===== src/hw/rtl/brem_pkg.sv =====
// shared types and constants of the rms energy meter
package brem_pkg;

    localparam int SampleBits = 16;
    localparam int MaxBlock = 4096;
    localparam int BlockSumW = 43;
    localparam int BlockCntW = 13;
    localparam int BarSumW = 52;
    localparam int BarCntW = 22;
    localparam int SpbW = 21;
    localparam int CoeffW = 16;
    localparam int LevelW = 16;
    localparam int QueueDepth = 2;
    localparam int CfgIdxW = 1;

    localparam logic [CfgIdxW-1:0] RegSamplesPerBar = 1'b0;
    localparam logic [CfgIdxW-1:0] RegSmoothCoeff = 1'b1;

    localparam logic [SpbW-1:0] SpbReset = 21'd96000;
    localparam logic [CoeffW-1:0] CoeffReset = 16'd6554;
    localparam logic [LevelW-1:0] OneQ = 16'd32768;

    typedef struct packed {
        logic [BlockSumW-1:0] sum;
        logic [BlockCntW-1:0] count;
    } blk_req_t;

    typedef enum logic [2:0] {
        ST_IDLE,
        ST_BLK_RMS,
        ST_SMOOTH,
        ST_BAR_RMS,
        ST_OUT
    } back_state_t;

endpackage


===== src/hw/rtl/brem_if.sv =====
// valid/ready channel interfaces of the rms energy meter
interface brem_in_if (input logic clk);
    logic valid;
    logic ready;
    logic signed [15:0] sample;
    logic block_end;
    modport source (output valid, sample, block_end, input ready);
    modport sink (input valid, sample, block_end, output ready);
endinterface

interface brem_out_if (input logic clk);
    logic valid;
    logic ready;
    logic [15:0] level;
    logic [15:0] bar_level;
    logic bar_done;
    modport source (output valid, level, bar_level, bar_done, input ready);
    modport sink (input valid, level, bar_level, bar_done, output ready);
endinterface

interface brem_cfg_if (input logic clk);
    logic valid;
    logic ready;
    logic [0:0] index;
    logic [31:0] data;
    modport source (output valid, index, data, input ready);
    modport sink (input valid, index, data, output ready);
endinterface


===== src/hw/rtl/block_rms_energy_meter.sv =====
// top level of the block rms energy meter
// Samples are taken one per cycle by the front end while the queue is not full; the front end
// squares and sums them, and a block-end request passes through a two-entry queue to the back
// end. Per block the back end runs a shared iterative rms unit (restoring divide, then square
// root), once for the block and once more when a bar completes. Samples keep flowing while
// fewer than two finished blocks wait in the queue.
module block_rms_energy_meter (
    input  logic clk,
    input  logic rst_n,
    brem_in_if.sink in_ch,
    brem_out_if.source out_ch,
    brem_cfg_if.sink cfg
);
    import brem_pkg::*;

    logic [SpbW-1:0] spb_reg;
    logic [CoeffW-1:0] coeff_reg;
    logic f_valid, f_ready, q_valid, q_ready;
    blk_req_t f_req, q_req;

    assign cfg.ready = 1'b1;

    always_ff @(posedge clk or negedge rst_n)
    begin
        if (!rst_n)
        begin
            spb_reg <= SpbReset;
            coeff_reg <= CoeffReset;
        end
        else if (cfg.valid)
        begin
            unique case (cfg.index)
                RegSamplesPerBar: spb_reg <= cfg.data[SpbW-1:0];
                RegSmoothCoeff:   coeff_reg <= cfg.data[CoeffW-1:0];
                default: ;
            endcase
        end
    end

    brem_front u_front (
        .clk(clk), .rst_n(rst_n), .in_valid(in_ch.valid), .in_ready(in_ch.ready),
        .sample(in_ch.sample), .block_end(in_ch.block_end),
        .req_valid(f_valid), .req_ready(f_ready), .req(f_req)
    );

    brem_queue u_queue (
        .clk(clk), .rst_n(rst_n), .wr_valid(f_valid), .wr_ready(f_ready), .wr_data(f_req),
        .rd_valid(q_valid), .rd_ready(q_ready), .rd_data(q_req)
    );

    brem_back u_back (
        .clk(clk), .rst_n(rst_n), .samples_per_bar(spb_reg), .smooth_coeff(coeff_reg),
        .req_valid(q_valid), .req_ready(q_ready), .req(q_req),
        .out_valid(out_ch.valid), .out_ready(out_ch.ready), .level(out_ch.level),
        .bar_level(out_ch.bar_level), .bar_done(out_ch.bar_done)
    );
endmodule


===== src/hw/rtl/brem_front.sv =====
// front end: squares samples and accumulates block sums
module brem_front (
    input  logic clk,
    input  logic rst_n,
    input  logic in_valid,
    output logic in_ready,
    input  logic signed [15:0] sample,
    input  logic block_end,
    output logic req_valid,
    input  logic req_ready,
    output brem_pkg::blk_req_t req
);
    import brem_pkg::*;

    logic [BlockSumW-1:0] sum_reg, sum_next;
    logic [BlockCntW-1:0] cnt_reg, cnt_next;
    logic [15:0] mag;
    logic [31:0] sq;
    logic fire, ends;

    assign mag = sample[15] ? 16'(-sample) : 16'(sample);
    assign sq = mag * mag;
    assign in_ready = req_ready;
    assign fire = in_valid && in_ready;
    assign sum_next = sum_reg + BlockSumW'(sq);
    assign cnt_next = cnt_reg + 1'b1;
    assign ends = block_end || (cnt_next == BlockCntW'(MaxBlock));
    assign req_valid = fire && ends;
    assign req.sum = sum_next;
    assign req.count = cnt_next;

    always_ff @(posedge clk or negedge rst_n)
    begin
        if (!rst_n)
        begin
            sum_reg <= '0;
            cnt_reg <= '0;
        end
        else if (fire)
        begin
            sum_reg <= ends ? '0 : sum_next;
            cnt_reg <= ends ? '0 : cnt_next;
        end
    end

`ifndef SYNTHESIS
    a_cnt_max: assert property (@(posedge clk) disable iff (!rst_n)
        cnt_reg < BlockCntW'(MaxBlock)) else $error("block count overrun");
    a_clear: assert property (@(posedge clk) disable iff (!rst_n)
        req_valid |=> cnt_reg == '0) else $error("block not cleared");
    a_req: assert property (@(posedge clk) disable iff (!rst_n)
        req_valid |-> req_ready) else $error("request while queue full");
`endif
endmodule


===== src/hw/rtl/brem_queue.sv =====
// short fifo between front end and back end
module brem_queue (
    input  logic clk,
    input  logic rst_n,
    input  logic wr_valid,
    output logic wr_ready,
    input  brem_pkg::blk_req_t wr_data,
    output logic rd_valid,
    input  logic rd_ready,
    output brem_pkg::blk_req_t rd_data
);
    import brem_pkg::*;

    blk_req_t mem [QueueDepth];
    logic wp_reg, rp_reg;
    logic [1:0] cnt_reg;

    assign wr_ready = cnt_reg != 2'(QueueDepth);
    assign rd_valid = cnt_reg != 2'd0;
    assign rd_data = mem[rp_reg];

    always_ff @(posedge clk)
    begin
        if (wr_valid && wr_ready)
            mem[wp_reg] <= wr_data;
    end

    always_ff @(posedge clk or negedge rst_n)
    begin
        if (!rst_n)
        begin
            wp_reg <= 1'b0;
            rp_reg <= 1'b0;
            cnt_reg <= 2'd0;
        end
        else
        begin
            if (wr_valid && wr_ready)
                wp_reg <= ~wp_reg;
            if (rd_valid && rd_ready)
                rp_reg <= ~rp_reg;
            cnt_reg <= cnt_reg + 2'(wr_valid && wr_ready) - 2'(rd_valid && rd_ready);
        end
    end

`ifndef SYNTHESIS
    a_cnt: assert property (@(posedge clk) disable iff (!rst_n)
        cnt_reg <= 2'(QueueDepth)) else $error("queue overflow");
    a_ptr: assert property (@(posedge clk) disable iff (!rst_n)
        (cnt_reg == 2'd0 || cnt_reg == 2'(QueueDepth)) == (wp_reg == rp_reg))
        else $error("queue pointers out of step");
    a_hold: assert property (@(posedge clk) disable iff (!rst_n)
        rd_valid && !rd_ready && !wr_valid |=> rd_valid) else $error("queue lost entry");
`endif
endmodule


===== src/hw/rtl/brem_rms.sv =====
// iterative rms unit: restoring divide then bitwise square root
module brem_rms (
    input  logic clk,
    input  logic rst_n,
    input  logic start,
    input  logic [brem_pkg::BarSumW-1:0] sum,
    input  logic [brem_pkg::BarCntW-1:0] count,
    output logic done,
    output logic [brem_pkg::LevelW-1:0] rms
);
    import brem_pkg::*;

    typedef enum logic [1:0] {R_IDLE, R_DIV, R_SQRT, R_DONE} rms_state_t;

    rms_state_t st_reg;
    logic [5:0] step_reg;
    logic [BarSumW-1:0] q_reg;
    logic [BarCntW:0] rem_reg;
    logic [BarCntW-1:0] d_reg;
    logic [BarSumW+1:0] v_reg;
    logic [BarSumW+1:0] res_reg;
    logic [BarSumW+1:0] bit_reg;
    logic [BarCntW:0] rs;
    logic [BarSumW+1:0] trial;

    assign rs = {rem_reg[BarCntW-1:0], q_reg[BarSumW-1]};
    assign trial = res_reg + bit_reg;
    assign done = st_reg == R_DONE;
    assign rms = (res_reg > (BarSumW+2)'(OneQ)) ? OneQ : res_reg[LevelW-1:0];

    always_ff @(posedge clk or negedge rst_n)
    begin
        if (!rst_n)
        begin
            st_reg <= R_IDLE;
            step_reg <= '0;
            q_reg <= '0;
            rem_reg <= '0;
            d_reg <= '0;
            v_reg <= '0;
            res_reg <= '0;
            bit_reg <= '0;
        end
        else
        begin
            unique case (st_reg)
                R_IDLE:
                begin
                    if (start)
                    begin
                        q_reg <= sum;
                        d_reg <= count;
                        rem_reg <= '0;
                        step_reg <= 6'(BarSumW);
                        res_reg <= '0;
                        st_reg <= (count == '0) ? R_DONE : R_DIV;
                    end
                end
                R_DIV:
                begin
                    if (rs >= {1'b0, d_reg})
                    begin
                        rem_reg <= rs - {1'b0, d_reg};
                        q_reg <= {q_reg[BarSumW-2:0], 1'b1};
                    end
                    else
                    begin
                        rem_reg <= rs;
                        q_reg <= {q_reg[BarSumW-2:0], 1'b0};
                    end
                    step_reg <= step_reg - 1'b1;
                    if (step_reg == 6'd1)
                    begin
                        st_reg <= R_SQRT;
                        bit_reg <= (BarSumW+2)'(1) << BarSumW;
                        step_reg <= 6'((BarSumW+2)/2);
                    end
                end
                R_SQRT:
                begin
                    if (step_reg == 6'((BarSumW+2)/2))
                        v_reg <= (BarSumW+2)'(q_reg);
                    else if (v_reg >= trial)
                    begin
                        v_reg <= v_reg - trial;
                        res_reg <= (res_reg >> 1) + bit_reg;
                    end
                    else
                        res_reg <= res_reg >> 1;
                    if (step_reg != 6'((BarSumW+2)/2))
                        bit_reg <= bit_reg >> 2;
                    step_reg <= step_reg - 1'b1;
                    if (step_reg == 6'd0)
                        st_reg <= R_DONE;
                end
                R_DONE:
                    st_reg <= R_IDLE;
                default:
                    st_reg <= R_IDLE;
            endcase
        end
    end

`ifndef SYNTHESIS
    a_done: assert property (@(posedge clk) disable iff (!rst_n)
        done |=> !done) else $error("done held");
    a_div: assert property (@(posedge clk) disable iff (!rst_n)
        st_reg == R_DIV |-> rem_reg < {1'b0, d_reg}) else $error("remainder too large");
    a_start: assert property (@(posedge clk) disable iff (!rst_n)
        st_reg == R_IDLE && start && count == '0 |=> rms == '0) else $error("zero count");
`endif
endmodule


===== src/hw/rtl/brem_back.sv =====
// back end: block rms, smoothing, bar energy and result register
module brem_back (
    input  logic clk,
    input  logic rst_n,
    input  logic [brem_pkg::SpbW-1:0] samples_per_bar,
    input  logic [brem_pkg::CoeffW-1:0] smooth_coeff,
    input  logic req_valid,
    output logic req_ready,
    input  brem_pkg::blk_req_t req,
    output logic out_valid,
    input  logic out_ready,
    output logic [15:0] level,
    output logic [15:0] bar_level,
    output logic bar_done
);
    import brem_pkg::*;

    back_state_t st_reg, st_next;
    logic [LevelW-1:0] smooth_reg, blk_rms_reg;
    logic [LevelW-1:0] bar_reg;
    logic [BarSumW-1:0] bsum_reg;
    logic [BarCntW-1:0] bcnt_reg;
    logic done_reg;
    logic ov_reg;
    logic [LevelW-1:0] o_level_reg, o_bar_reg;
    logic o_done_reg;
    logic rms_start, rms_done;
    logic [BarSumW-1:0] rms_sum;
    logic [BarCntW-1:0] rms_cnt;
    logic [LevelW-1:0] rms_val;
    logic [BarSumW:0] bsum_add;
    logic [BarCntW:0] bcnt_add;
    logic [BarSumW-1:0] bsum_sat;
    logic [BarCntW-1:0] bcnt_sat;
    logic signed [LevelW+1:0] diff;
    logic signed [LevelW+CoeffW+2:0] prod;
    logic signed [LevelW+2:0] stp;
    logic bar_hit;

    assign bsum_add = {1'b0, bsum_reg} + (BarSumW+1)'(req.sum);
    assign bcnt_add = {1'b0, bcnt_reg} + (BarCntW+1)'(req.count);
    assign bsum_sat = bsum_add[BarSumW] ? '1 : bsum_add[BarSumW-1:0];
    assign bcnt_sat = bcnt_add[BarCntW] ? '1 : bcnt_add[BarCntW-1:0];
    assign bar_hit = samples_per_bar != '0 && bcnt_reg >= BarCntW'(samples_per_bar);
    assign diff = $signed({2'b00, blk_rms_reg}) - $signed({2'b00, smooth_reg});
    assign prod = $signed({1'b0, smooth_coeff}) * diff;
    assign stp = (LevelW+3)'(prod >>> 16);

    assign rms_start = (st_reg == ST_IDLE && req_valid && !ov_reg)
                       || (st_reg == ST_SMOOTH && bar_hit);
    assign rms_sum = (st_reg == ST_IDLE) ? BarSumW'(req.sum) : bsum_reg;
    assign rms_cnt = (st_reg == ST_IDLE) ? BarCntW'(req.count) : bcnt_reg;

    brem_rms u_rms (
        .clk(clk), .rst_n(rst_n), .start(rms_start), .sum(rms_sum),
        .count(rms_cnt), .done(rms_done), .rms(rms_val)
    );

    assign req_ready = st_reg == ST_IDLE && !ov_reg;
    assign out_valid = ov_reg;
    assign level = o_level_reg;
    assign bar_level = o_bar_reg;
    assign bar_done = o_done_reg;

    always_comb
    begin
        st_next = st_reg;
        unique case (st_reg)
            ST_IDLE:    if (req_valid && !ov_reg) st_next = ST_BLK_RMS;
            ST_BLK_RMS: if (rms_done) st_next = ST_SMOOTH;
            ST_SMOOTH:  st_next = bar_hit ? ST_BAR_RMS : ST_OUT;
            ST_BAR_RMS: if (rms_done) st_next = ST_OUT;
            ST_OUT:     st_next = ST_IDLE;
            default:    st_next = ST_IDLE;
        endcase
    end

    always_ff @(posedge clk or negedge rst_n)
    begin
        if (!rst_n)
            st_reg <= ST_IDLE;
        else
            st_reg <= st_next;
    end

    always_ff @(posedge clk or negedge rst_n)
    begin
        if (!rst_n)
        begin
            smooth_reg <= '0;
            blk_rms_reg <= '0;
            bar_reg <= '0;
            bsum_reg <= '0;
            bcnt_reg <= '0;
            done_reg <= 1'b0;
            ov_reg <= 1'b0;
            o_level_reg <= '0;
            o_bar_reg <= '0;
            o_done_reg <= 1'b0;
        end
        else
        begin
            if (ov_reg && out_ready)
                ov_reg <= 1'b0;
            unique case (st_reg)
                ST_IDLE:
                begin
                    if (req_valid && !ov_reg)
                    begin
                        bsum_reg <= bsum_sat;
                        bcnt_reg <= bcnt_sat;
                    end
                    done_reg <= 1'b0;
                end
                ST_BLK_RMS:
                    if (rms_done) blk_rms_reg <= rms_val;
                ST_SMOOTH:
                    smooth_reg <= LevelW'($signed({2'b00, smooth_reg}) + stp);
                ST_BAR_RMS:
                begin
                    if (rms_done)
                    begin
                        bar_reg <= rms_val;
                        done_reg <= 1'b1;
                        bsum_reg <= '0;
                        bcnt_reg <= bcnt_reg - BarCntW'(samples_per_bar);
                    end
                end
                ST_OUT:
                begin
                    ov_reg <= 1'b1;
                    o_level_reg <= smooth_reg;
                    o_bar_reg <= bar_reg;
                    o_done_reg <= done_reg;
                end
                default: ;
            endcase
        end
    end

`ifndef SYNTHESIS
    a_lvl: assert property (@(posedge clk) disable iff (!rst_n)
        smooth_reg <= OneQ) else $error("level above one");
    a_hold: assert property (@(posedge clk) disable iff (!rst_n)
        out_valid && !out_ready |=> $stable(level)) else $error("result changed");
    a_out: assert property (@(posedge clk) disable iff (!rst_n)
        st_reg == ST_OUT |-> !ov_reg) else $error("result overwritten");
`endif
endmodule

===== src/flat_wrapper.sv =====
// flat-port wrapper written by rule: the top's interface ports become plain ports
module block_rms_energy_meter_flat import brem_pkg::*;
  (clk, rst_n, in_ch_valid, in_ch_sample, in_ch_block_end, in_ch_ready, out_ch_valid, out_ch_level, out_ch_bar_level, out_ch_bar_done, out_ch_ready, cfg_valid, cfg_index, cfg_data, cfg_ready);
  brem_in_if in_ch_i (.clk(clk));
  brem_out_if out_ch_i (.clk(clk));
  brem_cfg_if cfg_i (.clk(clk));
  input  logic clk;
  input  logic rst_n;
  input wire logic [$bits(in_ch_i.valid)-1:0] in_ch_valid;
  input wire logic [$bits(in_ch_i.sample)-1:0] in_ch_sample;
  input wire logic [$bits(in_ch_i.block_end)-1:0] in_ch_block_end;
  output wire logic [$bits(in_ch_i.ready)-1:0] in_ch_ready;
  output wire logic [$bits(out_ch_i.valid)-1:0] out_ch_valid;
  output wire logic [$bits(out_ch_i.level)-1:0] out_ch_level;
  output wire logic [$bits(out_ch_i.bar_level)-1:0] out_ch_bar_level;
  output wire logic [$bits(out_ch_i.bar_done)-1:0] out_ch_bar_done;
  input wire logic [$bits(out_ch_i.ready)-1:0] out_ch_ready;
  input wire logic [$bits(cfg_i.valid)-1:0] cfg_valid;
  input wire logic [$bits(cfg_i.index)-1:0] cfg_index;
  input wire logic [$bits(cfg_i.data)-1:0] cfg_data;
  output wire logic [$bits(cfg_i.ready)-1:0] cfg_ready;
  assign in_ch_i.valid = in_ch_valid;
  assign in_ch_i.sample = in_ch_sample;
  assign in_ch_i.block_end = in_ch_block_end;
  assign in_ch_ready = in_ch_i.ready;
  assign out_ch_valid = out_ch_i.valid;
  assign out_ch_level = out_ch_i.level;
  assign out_ch_bar_level = out_ch_i.bar_level;
  assign out_ch_bar_done = out_ch_i.bar_done;
  assign out_ch_i.ready = out_ch_ready;
  assign cfg_i.valid = cfg_valid;
  assign cfg_i.index = cfg_index;
  assign cfg_i.data = cfg_data;
  assign cfg_ready = cfg_i.ready;
  block_rms_energy_meter u_core (.clk(clk), .rst_n(rst_n), .in_ch(in_ch_i), .out_ch(out_ch_i), .cfg(cfg_i));
endmodule

===== config.mk =====
export PLATFORM = sky130hd
export DESIGN_NAME = block_rms_energy_meter_flat
export DESIGN_NICKNAME = d
export VERILOG_FILES = /design/src/hw/rtl/brem_pkg.sv /design/src/hw/rtl/brem_if.sv /design/src/hw/rtl/block_rms_energy_meter.sv /design/src/hw/rtl/brem_front.sv /design/src/hw/rtl/brem_queue.sv /design/src/hw/rtl/brem_rms.sv /design/src/hw/rtl/brem_back.sv /design/src/flat_wrapper.sv
export SDC_FILE = /design/constraint.sdc
export NUM_CORES = 2
export LEC_CHECK = 0
export BUFFER_PORTS_ARGS = -buffer_cell sky130_fd_sc_hd__buf_4
export CAP_MARGIN = 20
export CORE_MARGIN = 10
export CORE_UTILIZATION = 28
export CTS_CLUSTER_SIZE = 24
export DETAILED_ROUTE_END_ITERATION = 16
export SYNTH_ARGS = -nofsm -noshare
export SYNTH_HDL_FRONTEND = slang
export SYNTH_HIERARCHICAL = 1
export SYNTH_SLANG_ARGS = --single-unit

===== constraint.sdc =====
create_clock -name clk -period 10.01 [get_ports clk]
set_clock_uncertainty 0.05 [all_clocks]
set_input_delay 1.001 -clock clk [delete_from_list [all_inputs] [get_ports clk]]
set_output_delay 1.001 -clock clk [all_outputs]
set_load 0.005 [all_outputs]

# --- Word-level counts from Yosys, hierarchy flattened ---
# Memories as Yosys holds them, arrays and structs flattened.
# Index checks and enable logic that the tools add are counted.
totals:
  regBits: 523
  ram_bits: 112
  in_bits: 55
  output_inout_bits: 36
  wordCells: 160
  memories: 1
classes:
  n_addsub: 15
  multipliers: 2
  order_cmp: 4
  eq_ne: 20
  n_mux: 48
  bitwise_logic: 3
  n_reduce_logical: 41
memory_table:
  columns: ["name", "depth", "word_bits", "rd", "rd_ports_with_merged_regs", "wr", "line", "source"]
  rows:
  - ["u_core.u_queue.mem", 2, 56, 1, 0, 1, "brem_queue.sv:14", "blk_req_t mem [QueueDepth];"]
ops:
  columns: ["op", "count"]
  rows:
  - ["54-bit 2-to-1 mux", 7]
  - ["52-bit 2-to-1 mux", 5]
  - ["54-bit one-hot mux with 2 select lines", 2]
  - ["52-bit one-hot mux with 2 select lines", 2]
  - ["22-bit 2-to-1 mux", 6]
  - ["22-bit one-hot mux with 2 select lines", 2]
  - ["53-bit by 54-bit adder with 54-bit output", 1]
  - ["54-bit adder", 1]
  - ["54-bit greater-or-equal comparator", 1]
  - ["54-bit by 16-bit > comparator with 1-bit output (second input constant)", 1]
  - ["54-bit subtractor", 1]
  - ["52-bit by 43-bit adder with 53-bit output", 1]
  - ["43-bit by 32-bit adder with 43-bit output", 1]
  - ["43-bit 2-to-1 mux", 1]
  - ["16-bit by 16-bit multiplier with 32-bit output", 1]
  - ["17-bit by 17-bit multiplier with 32-bit output", 1]
  - ["16-bit 2-to-1 mux", 2]
  - ["22-bit by 13-bit adder with 23-bit output", 1]
  - ["23-bit by 22-bit greater-or-equal comparator with 1-bit output", 1]
  - ["22-bit by 21-bit greater-or-equal comparator with 1-bit output", 1]
  - ["22-bit logical NOT", 1]
  - ["22-bit by 21-bit subtractor with 22-bit output", 1]
  - ["22-bit subtractor", 1]
  - ["21-bit nonzero test", 1]
  - ["other kinds (38)", 90]

# --- Longest topological paths before layout ---
depth:
  word_depth: 7
  mapped_depth: 47
  depth_no_buf: 46

# --- Cells and area by module ---
# Netlist, hierarchy kept.
by_module_without_submodules:
  columns: ["module", "n_inst", "cells_per_inst", "area_per_inst_um2", "seq_area_each_um2"]
  rows:
  - ["brem_back", 1, 2512, 21146.5, 4003.8]
  - ["brem_rms", 1, 2309, 18856.8, 5980.7]
  - ["brem_front", 1, 1298, 11310.8, 1401.3]
  - ["brem_queue", 1, 191, 4357.9, 3463.3]
  - ["block_rms_energy_meter", 1, 81, 1473.9, 943.4]

# --- Worst setup path after synthesis ---
# OpenSTA, ideal clock, no wires.
synth_timing:
  path_kind: "flip-flop to flip-flop"
  start: "reg u_core.u_back.smooth_reg[1]"
  end: "reg u_core.u_back.smooth_reg[15]"
  setup_time_ns: 0.080
  t_arrival_ns: 9.975
  required_time_ns: 9.880
  slack_ns: -0.095
  stages_incl_launch_ff: 44
  path_buffers: 1
  period_less_slack_ns: 10.105
  cell_sequence: "dfrtp_1 > inv_1 > ha_1 > nor2b_1 > o21ai_0 > a21boi_0 > o21ai_0 > a21boi_0 > o21ai_0 > a21oi_1 > o211ai_1 > a31oi_1 > o21ai_0 > clkbuf_1 > nand3_1 > fa_1 > fa_1 > inv_1 > (+8 left out) > a221oi_2 > o21ai_0 > and2_1 > o21a_1 > o21a_1 > nor2_1 > xnor2_1 > ha_1 > o21a_1 > nor2_1 > a21oi_1 > a41o_1 > nor4_1 > o31a_1 > o21ai_0 > or4b_2 > nand3_2 > xnor2_1"
synth_via:
  elab_chain_cells: 3
synth_lines:
  columns: ["item", "line", "source"]
  rows:
  - ["start: declaration", "brem_back.sv:19", "logic [LevelW-1:0] smooth_reg, blk_rms_reg;"]
  - ["start signal: assignment", "brem_back.sv:118", "smooth_reg <= LevelW'($signed({2'b00, smooth_reg}) + stp);"]
  - ["16-bit by 16-bit subtractor with 17-bit output", "brem_back.sv:45", "assign diff = $signed({2'b00, blk_rms_reg}) - $signed({2'b00, smooth_reg});"]
  - ["17-bit by 17-bit multiplier with 32-bit output", "brem_back.sv:46", "assign prod = $signed({1'b0, smooth_coeff}) * diff;"]
  - ["16-bit adder *", "brem_back.sv:118", null]
# Mark *: on every way between the ends. The rest lies on a longest branch, timed or not.
# A chain may end at the register's enable or synchronous reset.

# --- Worst setup path after layout ---
# Ends and elaborated chain as after synthesis.

==> qor.csv <==
stage,metric,value,unit
timing,max_freq,0.104,GHz
synthesis,yosysTopAreaCell,dfrtp_1,
synthesis,synth_cell_types,110,
setup_path,crit_fanout,13,
setup_path,start_kind,register,
floorplanning,die_width,472,µm
job,drv_cap,0,
finish,final_cells,9193,
setup_path,r2r-start,u_core/u_back/smooth_reg[1]$_DFFE_PN0N_,
placement,io_buffers,78,
timing,rsz0062_at_grt,true,
timing,period_share,0.961,
cts,clock_path_buffers,3,
routing,ant_nets,0,
hold_path,hold_class,input port to asynchronous set/reset pin,
routing,firstDrtPassIters,6,
synthesis,netlist_area,0.0571,mm²
timing,hold_viol,0,
setup_path,reg2reg_depth,43,
placement,dp_hpwl,113000,µm
synthesis,yosys_warnings,6,
placement,placed_cells,9036,
synthesis,synth_edf_count,112,
synthesis,synth_cells,6391,
finish,syn2layout_area_growth,12.6,%
setup_path,r2r-end,u_core/u_back/smooth_reg[15]$_DFFE_PN0N_,
global_routing,grt_overflow_total,0,
setup_path,cp.arrival,10.12,ns
timing,min_period,9.62,ns
global_routing,track_usage,0.130,
global_routing,grt_pass1_vias,45100,
floorplanning,die_area,0.223,mm²
global_routing,grt_max_degree,142,
timing,setup_viol,0,
timing,max_slew_margin,0.310,
cts,clock_sink_count,608,
timing,tightest_slew,1.03,ns
finish,nets,7397,
synthesis,ys_ff_latch,608,
setup_path,r2r_slack,0.39,ns
synthesis,netlist.area_leader.share,0.211,
routing,viasPerCell,4.89,
routing,drc,0,
setup_path,slowest_stage,fa_1,
cts,numCtsBuffers,74,
cts,clk_pin_slew,0.06,ns
synthesis,ys_top_cells_by_area,"dfrtp_1, fa_1, ha_1",
timing,drv_slew,0,
setup_path,cpMostUsedCell,buf_4,
synthesis,yosysSeqAreaShare,0.276,
global_routing,grt_antenna_before_repair,0,
cts,htreeDepth,3,
setup_path,crit_type,register to register,
routing,drtIter0Drc,3207,
floorplanning,coreArea,0.203,mm²
floorplanning,ios,91,
routing,via_count,45000,
global_routing,grt_pass1_wl,243000,µm
floorplanning,die_h,472,µm
placement,gp_congestion,0.895,
setup_path,crit_required,10.51,ns
finish,drive_above_1_share,0.112,
outcome,status,completed,
routing,drt_wl_total,148000,µm
cts,clk-insertion-delay-late,0.68,ns
routing,wl_per_cell,16.1,µm
setup_path,slowest_delay,0.57,ns
synthesis,synthArstFlopShare,0.816,
timing,hold_ws,0.299,ns
finish,largest_register_ffs,112,
floorplanning,rows,165,
floorplanning,start_util,0.282,
synthesis,avgSynthCellArea,8.94,µm²
cts,cts_tree,yes,
synthesis,synth-main-ff-cell,dfrtp_1,
cts,ctsRootBufferMaster,clkbuf_16,
setup_path,end_kind,register,
cell families after synthesis:
kind of cell / count (synthesis) / synth area share
compound gates: 1334 / 0.148
simple gates: 1962 / 0.158
mux: 242 / 0.0487
fa+ha+maj: 883 / 0.247
xor+xnor: 331 / 0.0510
flops: 608 / 0.276
buf+inv: 1028 / 0.0703
other cells: 3 / 0.000197
placed cells by master, fill, tap and decap left out, drive strengths merged, types with 112 or more instances in the layout:
cell type	Yosys	routed
nand2	943	943
inv	740	742
dfrtp	482	482
ha	473	473
fa	410	410
o21ai	389	389
nor2	339	339
a21oi	306	306
buf	58	268
xnor2	187	187
mux2	163	163
and2	149	149
xor2	144	144
a21o	117	117
edfxtp	112	112
cell usage after synthesis (69+ instances only):
library cell / count
fa_1: 410
ha_1: 473
xor2_1: 142
clkbuf_1: 224
edfxtp_1: 112
nor2_1: 333
a21o_1: 117
mux2i_1: 79
nor2b_1: 74
nand2_1: 938
and2_1: 148
inv_1: 735
nand3_1: 92
xnor2_1: 187
dfrtp_1: 482
nand4_1: 69
a21oi_1: 304
a31oi_1: 110
o21ai_0: 371
mux2_2: 122
critical path: cells and delay by family (launching register included):
| family | cells | cell delay, ns |
|---|---|---|
| XOR/XNOR | 1 | 0.11 |
| AND/OR/NAND/NOR | 11 | 1.93 |
| buffers and inverters | 9 | 1.05 |
| AO/OA/AOI/OAI | 13 | 2.04 |
| flip-flops | 1 | 0.35 |
| adder cells (fa/ha/maj) | 9 | 3.95 |
repair_timing:
item | CTS | global route
pin swaps | 39 | 48
hold buffers | 0 | 0
endpoints found under the setup margin | 2 | 6
gates resized for setup | 32 | 45
cloned | 0 | 1
buffers inserted | 7 | 11
layer usage:
metal | track usage | up-vias | part of all wire
li1 | - | 21700 | -
met1 | 0.184 | 22100 | 0.48
met2 | 0.213 | 989 | 0.46
met3 | 0.0153 | 185 | 0.043
met4 | 0.0289 | 0 | 0.022
met5 | 0 | - | 0
per-stage QoR:
step	util	setup slack (ns)	instance area, µm²	TNS, ns
detailed placement	0.303	-0.416	61300	-0.582
global route	0.318	-0.116	64400	-0.150
finish	0.318	0.388	64400	0
global placement	0.303	-0.372	61300	-0.456
floorplan	-	0.0384	57200	0
CTS	0.316	0.00438	64100	0
how the worst max path moves through the flow:
stage	startpoint	to	slack, ns
2_1_floorplan	u_core/u_back/smooth_reg[1]$_DFFE_PN0N_	u_core/u_back/smooth_reg[15]$_DFFE_PN0N_	0.04
3_3_place_gp	u_core/u_back/smooth_reg[1]$_DFFE_PN0N_	u_core/u_back/smooth_reg[15]$_DFFE_PN0N_	-0.37
3_5_place_dp	u_core/u_back/smooth_reg[1]$_DFFE_PN0N_	u_core/u_back/smooth_reg[15]$_DFFE_PN0N_	-0.42
4_1_cts	u_core/u_back/blk_rms_reg[2]$_DFFE_PN0P_	u_core/u_back/smooth_reg[15]$_DFFE_PN0N_	0.004
5_1_grt	u_core/u_back/smooth_reg[1]$_DFFE_PN0N_	u_core/u_back/smooth_reg[15]$_DFFE_PN0N_	-0.12
6_report	u_core/u_back/smooth_reg[1]$_DFFE_PN0N_	u_core/u_back/smooth_reg[15]$_DFFE_PN0N_	0.39
layout make-up:
class                           instances  area, µm²
Timing Repair Buffer                  268       2060
Tap cell                             2672       3340
Clock inverter                         42        532
Inverter                              743       2790
Antenna cell                            1       2.50
Fill cell                           20800     138000
Multi-Input combinational cell       4764      37800
Clock buffer                           95       2050
Sequential cell                       608      15800
Power is not shown: default switching activity piles up to over one toggle a cycle in this logic, so the estimate is an artifact.
